$ cat src/rtl/core/sibt_pkg.sv
// Shared types, constants and the divider step for the allocation table translator.
`default_nettype none
package sibt_pkg;

  localparam int TABLE_SLOTS = 65536;
  localparam int SLOT_AW     = $clog2(TABLE_SLOTS);
  localparam int NUM_W       = 40;
  localparam int DIV_STAGES  = NUM_W / 2;
  localparam int QUEUE_DEPTH = 32;
  localparam int QUEUE_AW    = $clog2(QUEUE_DEPTH);
  localparam int POS_W       = 58;
  localparam logic [1:0] FMT_CLUSTER = 2'd2;
  localparam logic [POS_W-1:0] POS_MAX = '1;

  typedef enum logic [2:0] {
    REG_FORMAT_VERSION    = 3'd0,
    REG_CLUSTER_SECTORS   = 3'd1,
    REG_FIRST_DATA_SECTOR = 3'd2,
    REG_DEVICE_SECTORS    = 3'd3,
    REG_FILE_BYTES        = 3'd4
  } sibt_reg_t;

  typedef enum logic {
    MODE_LOAD      = 1'b0,
    MODE_TRANSLATE = 1'b1
  } sibt_mode_t;

  typedef struct packed {
    logic [1:0]       fmt;
    logic [16:0]      csec;
    logic [31:0]      fds;
    logic [39:0]      dev;
    logic [POS_W-1:0] fbytes;
  } sibt_cfg_t;

  typedef struct packed {
    logic             mode;
    logic [15:0]      slot_index;
    logic [31:0]      slot_value;
    logic [NUM_W-1:0] num;
    logic [16:0]      rem;
    logic [8:0]       byte_lo;
    logic [31:0]      len;
    logic             off_past;
    logic             end_past;
  } sibt_item_t;

  function automatic sibt_item_t div_step(sibt_item_t x, logic [16:0] d);
    sibt_item_t  y;
    logic [17:0] t;
    y = x;
    for (int i = 0; i < 2; i++) begin
      t = {y.rem, y.num[NUM_W-1]};
      if (t >= {1'b0, d}) begin
        t = t - {1'b0, d};
        y.num = {y.num[NUM_W-2:0], 1'b1};
      end else begin
        y.num = {y.num[NUM_W-2:0], 1'b0};
      end
      y.rem = t[16:0];
    end
    return y;
  endfunction

endpackage
`default_nettype wire

$ cat src/rtl/core/sibt_queue.sv
// Queue of classified words between front and back.
`default_nettype none
module sibt_queue (
  input  wire logic                 clk,
  input  wire logic                 rst,
  input  wire logic                 push,
  input  wire sibt_pkg::sibt_item_t push_item,
  input  wire logic                 pop,
  output sibt_pkg::sibt_item_t      head,
  output logic                      empty
);
  import sibt_pkg::*;

  sibt_item_t          entries [QUEUE_DEPTH];
  logic [QUEUE_AW-1:0] wr_ptr;
  logic [QUEUE_AW-1:0] rd_ptr;
  logic [QUEUE_AW:0]   count;

  assign empty = (count == '0);
  assign head  = entries[rd_ptr];

  always_ff @(posedge clk) begin
    if (rst) begin
      wr_ptr <= '0;
      rd_ptr <= '0;
      count  <= '0;
    end else begin
      if (push) wr_ptr <= wr_ptr + 1'b1;
      if (pop)  rd_ptr <= rd_ptr + 1'b1;
      count <= count + (QUEUE_AW+1)'(push) - (QUEUE_AW+1)'(pop);
    end
    if (push) entries[wr_ptr] <= push_item;
  end

endmodule
`default_nettype wire

$ cat config.mk
export PLATFORM = sky130hd
export DESIGN_NAME = sibt_queue
export DESIGN_NICKNAME = d
export VERILOG_FILES = /design/src/rtl/core/sibt_pkg.sv /design/src/rtl/core/sibt_queue.sv
export SDC_FILE = /design/constraint.sdc
export NUM_CORES = 2
export LEC_CHECK = 0
export BUFFER_PORTS_ARGS = -buffer_cell sky130_fd_sc_hd__buf_2
export CAP_MARGIN = 10
export CORE_MARGIN = 4
export CORE_UTILIZATION = 30
export DETAILED_ROUTE_END_ITERATION = 6
export PLACE_DENSITY_LB_ADDON = 0.05
export SKIP_CTS_REPAIR_TIMING = 1
export SYNTH_ARGS = -nofsm -noshare
export SYNTH_HDL_FRONTEND = slang
export SYNTH_MEMORY_MAX_BITS = 65536
export SYNTH_SLANG_ARGS = --single-unit
$ cat constraint.sdc
create_clock -name clk -period 7.08 [get_ports clk]
set_input_delay 0.354 -clock clk [delete_from_list [all_inputs] [get_ports clk]]
set_output_delay 0.354 -clock clk [all_outputs]
set_load 0.05 [all_outputs]
# [Yosys cells after proc, flatten, opt, wreduce, memory -nomap -nowiden]
# Memory sizes are Yosys's and may differ from the RTL's. A register that Yosys moved wholly into a read port is not among the register bits.
# Index checks and enable logic that the tools add are counted.
[op_classes] n_addsub=4 mul=0 n_div=0 order_cmp=0 n_eq_ne=0 shift=0 n_mux=4 n_bitwise=0 n_reduce_logical=1
[op_table] op="$add A5 B1 Y5 const B" count=2
[op_table] op="$mux W5" count=2
[op_table] op="$add A6 B1 Y6" count=1
[op_table] op="$logic_not A6 Y1" count=1
[op_table] op="$sub A6 B1 Y6" count=1
[op_table] op="$mux W1" count=2
[word_totals] ff_bits=16 latch_bits=0 ramBits=4768 rom_bits=0 in_bits=153 out_inout_bits=150 elab_cells=13 memories=1
[memory_table] name="entries" depth=32 width=149 read_ports=1 rd_ports_with_merged_regs=1 write_ports=1 line_no="sibt_queue.sv:14" text="sibt_item_t entries [QUEUE_DEPTH];"

# [Logic depth before layout (Yosys ltp)]
[depth] depth_word=3 mapped_depth=10 ltp_nobuf=10

# [Worst setup path before layout]
# Ideal clock, no wire load.
[synth_path] path_kind="reg2reg" from="reg wr_ptr[3]" to="mem entries[4][0] in the netlist's numbering (enable)" setup_ns=0.660 t_arrival_ns=7.176 required_ns=6.420 path_slack_ns=-0.756 path_stages_with_launch=4 n_path_buf=1 period_less_slack_ns=7.836 cell_sequence="dfxtp_1 > clkbuf_1 > or3b_2 > nor2_1"
[synth_rtl] element="start: declaration" line_no="sibt_queue.sv:15" text="logic [QUEUE_AW-1:0] wr_ptr;"
[synth_rtl] element="start signal: assignment" line_no="sibt_queue.sv:28" text="if (push) wr_ptr <= wr_ptr + 1'b1;"
[synth_rtl] element="end: declaration" line_no="sibt_queue.sv:14"
# No word-level cell before the write port.

==> impl_metrics.prom <==
# TYPE chip_impl_metric gauge
chip_impl_info{name="root_buffer",value="sky130_fd_sc_hd__clkbuf_16"} 1
chip_impl_metric{name="data_required_critical_path",unit="ps"} 6730
chip_impl_metric{name="largest_net_degree_at_the_start_of_global_routing",unit=""} 128
chip_impl_metric{name="reg2reg_setup_slack",unit="ps"} 3470
chip_impl_info{name="unrepaired_setup_endpoints_after_global_routing",value="no"} 1
chip_impl_info{name="synthFlopType",value="sky130_fd_sc_hd__edfxtp_1"} 1
chip_impl_metric{name="floorplan.io_pins",unit=""} 303
chip_impl_metric{name="final.fill_count",unit=""} 55740
chip_impl_metric{name="cp.depth",unit=""} 7
chip_impl_metric{name="post-synth-top-area-fraction",unit="%"} 78.8
chip_impl_metric{name="yosys.area_share.adder",unit="%"} 0.101
chip_impl_metric{name="synthDistinctLibCells",unit=""} 39
chip_impl_metric{name="post_synthesis_compound_gate_area_fraction",unit="%"} 3.72
chip_impl_metric{name="route.vias.total",unit=""} 90255
chip_impl_metric{name="synthToLayoutAreaGrowth",unit="%"} 16.9
chip_impl_metric{name="fmaxAchievable",unit="MHz"} 169
chip_impl_info{name="timing.rr.end",value="entries[15][56]"} 1
chip_impl_metric{name="final_number_of_setup_violating_endpoints",unit=""} 0
chip_impl_info{name="final_common_cell",value="sky130_fd_sc_hd__edfxtp_1"} 1
chip_impl_metric{name="synth-edff-count",unit=""} 4768
chip_impl_info{name="type_of_destination_of_the_critical_path",value="primary output"} 1
chip_impl_metric{name="number_of_global_route_vias_before_repair",unit=""} 93625
chip_impl_metric{name="post_synth_instance_area",unit="µm²"} 182000
chip_impl_metric{name="layout-drive-gt1-share",unit="%"} 19.2
chip_impl_metric{name="global_route_wire_length_before_repair",unit="µm"} 802000
chip_impl_metric{name="path_clk_slew",unit="ps"} 60
chip_impl_metric{name="floorplan.rows",unit=""} 285
chip_impl_metric{name="finalHoldViolCount",unit=""} 0
chip_impl_info{name="worst_path_most_repeated_cell",value="sky130_fd_sc_hd__buf_4"} 1
chip_impl_info{name="setup_cp_type",value="flop to primary output"} 1
chip_impl_metric{name="remaining_drc_errors",unit=""} 0
chip_impl_metric{name="synth.net_count",unit=""} 8731
chip_impl_metric{name="dp_hpwl",unit="µm"} 279000
chip_impl_info{name="r2r_start",value="wr_ptr[0]"} 1
chip_impl_metric{name="die-height",unit="µm"} 786
chip_impl_metric{name="arrival",unit="ps"} 5550
chip_impl_metric{name="finalWeightedCongestion",unit=""} 0.692
chip_impl_metric{name="cap_violations",unit=""} 0
chip_impl_metric{name="clock_tree.htree_level_count",unit=""} 6
chip_impl_metric{name="post_synth_xor_xnor_area",unit="%"} 0.0434
chip_impl_info{name="cts_tree",value="done"} 1
chip_impl_metric{name="synth.ff_latch_count",unit=""} 4789
chip_impl_metric{name="syn_inst",unit=""} 8564
chip_impl_metric{name="drtIter0Drc",unit=""} 7397
chip_impl_metric{name="leakagePower",unit="nW"} 62.5
chip_impl_metric{name="final-max-slew-violation-count",unit=""} 0
chip_impl_info{name="netlist.top_cell.by_area",value="sky130_fd_sc_hd__edfxtp_1"} 1
chip_impl_metric{name="worst_margin_slew",unit="ps"} 1280
chip_impl_info{name="combinational_family_with_the_most_area_after_synthesis",value="multiplexers"} 1
chip_impl_metric{name="drtPass1Iterations",unit=""} 5
chip_impl_info{name="status",value="completed"} 1
chip_impl_info{name="crit_chain",value="and2_4 > buf_4 > buf_4 > a22oi_1 > nand3_1 > nand4_1 > buf_2"} 1
chip_impl_metric{name="placed_area",unit="µm²"} 193000
chip_impl_metric{name="worst_path_bufs_invs",unit=""} 3
chip_impl_metric{name="cts.sink_count",unit=""} 4789
chip_impl_info{name="cp_top_family",value="simple AND/OR/NAND/NOR gates"} 1
chip_impl_metric{name="wirelength_routed",unit="µm"} 589000
chip_impl_metric{name="routed_via_density",unit=""} 5.08
chip_impl_metric{name="post-route-cell-area",unit="µm²"} 212000
chip_impl_metric{name="finish.net_count",unit=""} 9449
chip_impl_metric{name="final.setup.tns",unit="ps"} 0
chip_impl_metric{name="synthesis.area_per_instance",unit="µm²"} 21.2
chip_impl_metric{name="yosys.area_share.simple",unit="%"} 1.58
chip_impl_metric{name="detail_route.wl_per_cell",unit="µm"} 33.2
chip_impl_metric{name="path_max_fanout",unit=""} 33
chip_impl_metric{name="total_die_area",unit="µm²"} 618000
chip_impl_metric{name="cts_made_buffers",unit=""} 571
chip_impl_metric{name="max-vdd-ir-drop",unit="µV"} 240
chip_impl_info{name="layout_common_cells",value="4768 x sky130_fd_sc_hd__edfxtp_1, 1194 x sky130_fd_sc_hd__mux2i_1, 894 x sky130_fd_sc_hd__a22oi_1"} 1
chip_impl_metric{name="worst_skew_pair.late_latency",unit="ps"} 1060
chip_impl_metric{name="reg2regPathDepth",unit=""} 4
chip_impl_metric{name="gr-usage-all-layers",unit="%"} 18.6
chip_impl_metric{name="die_width",unit="µm"} 786
chip_impl_metric{name="worst_clock_skew",unit="ps"} 49.6
chip_impl_metric{name="initial_core_util",unit="%"} 30.1
chip_impl_info{name="hp-class",value="input pin to flop"} 1
chip_impl_metric{name="synth.yosys.seq_area_share",unit="%"} 79.1
chip_impl_metric{name="numPortBuffers",unit=""} 302
chip_impl_metric{name="cellPowerDensity",unit="nW/µm²"} 296
chip_impl_metric{name="grt-ovfl-total",unit=""} 0
chip_impl_metric{name="async_flop_share",unit="%"} 0
chip_impl_metric{name="route.antenna.remaining_nets",unit=""} 0
chip_impl_metric{name="max-clock-path-buffers",unit=""} 4
chip_impl_metric{name="synth.area.mux_share",unit="%"} 14.0
chip_impl_metric{name="period_share",unit="%"} 83.4
chip_impl_metric{name="finalCriticalPeriod",unit="ps"} 5910
chip_impl_info{name="endpoint",value="head[111]"} 1
chip_impl_metric{name="synth.yosys.warnings",unit=""} 0
chip_impl_info{name="critPathSlowestCell",value="sky130_fd_sc_hd__and2_4"} 1
chip_impl_info{name="crit_path_start_kind",value="flop"} 1
chip_impl_metric{name="grt_antenna_before_repair",unit=""} 84
chip_impl_metric{name="critPathMaxStageDelay",unit="ps"} 960
chip_impl_metric{name="slew-limit-headroom",unit="%"} 14.5
chip_impl_info{name="synth.top_cells.by_area",value="sky130_fd_sc_hd__edfxtp_1 79%, sky130_fd_sc_hd__mux4_2 7.4%, sky130_fd_sc_hd__mux2i_1 6.6%"} 1
chip_impl_metric{name="core",unit="µm²"} 603000
## per-stage QoR
stage | hold slack [ps] | std cells | power, mW | setup WS, ps | util (%)
floorplan | 453 | 8564 | 34.2 | -756 | -
global placement | 536 | 16593 | 35.7 | 2260 | 32.0
detailed placement | 540 | 16593 | 35.7 | 2280 | 32.0
CTS | -371 | 17603 | 63.7 | 1060 | 35.0
global route | 277 | 17759 | 65.2 | 1100 | 35.2
finish | 322 | 17765 | 62.9 | 1170 | 35.2
## state kept, by name (all words and copies together), names as in the netlist, named ones only
name and count:
rd_ptr 5, entries 4768, count 6, wr_ptr 5
## worst min-delay path by stage
stage	start	endpoint	slack (ps)	cells after the start
2_1_floorplan	push_item[0]	entries[0][0]	450	0
4_1_cts	push_item[143]	entries[31][143]	-370	1
5_1_grt	push_item[143]	entries[26][143]	280	2
3_5_place_dp	rd_ptr[3]	flop	540	2
3_3_place_gp	rd_ptr[3]	rd_ptr[3]	540	2
6_report	push_item[143]	entries[26][143]	320	2
## final cells by class
cell class                 instances  area, µm²  share of cell area, %
antenna                           10       25.0                 0.0118
clock buffer                     731      15000                   7.08
clock inverter                   279       2530                   1.19
inverter                          13       48.8                 0.0230
multi-input combinational       3256      35600                   16.8
sequential                      4789     144000                   67.6
tap                             8036      10100                   4.73
timing repair buffer             651       5460                   2.57
## cell families after synthesis
logic type	after synthesis
flops	4789
mux	1790
compound gates	902
simple gates	541
buf+inv	519
fa+ha+maj	14
xor+xnor	9
## routing by layer
layer / global-route usage, % / routed length [µm] / part of all wire (%)
met3: 2.70 / 26000 / 4.4
met2: 31.1 / 285000 / 48
met5: 0 / 174 / 0.030
met4: 3.52 / 10400 / 1.8
met1: 26.1 / 267000 / 45
## power breakdown
group	switching, mW	internal [mW]	total [mW]
Sequential	0.0602	31.4	31.5
Clock	11.9	15.9	27.7
Combinational	2.61	1.07	3.67
Total	14.5	48.3	62.9
## synth_stat cells, drive strengths merged (2+ instances only)
cell type,number
edfxtp,4768
mux2i,1194
mux4,596
buf,375
xor2,6
xnor2,3
a21oi,2
dfxtp,21
nand4,152
ha,13
inv,13
nor2,54
o21a,2
nand2,11
nor3,3
and2,2
nor2b,7
a22oi,894
nand3,300
nor4,2
clkbuf,131
nand3b,3
No activity file was read; power rests on OpenSTA's default activity.
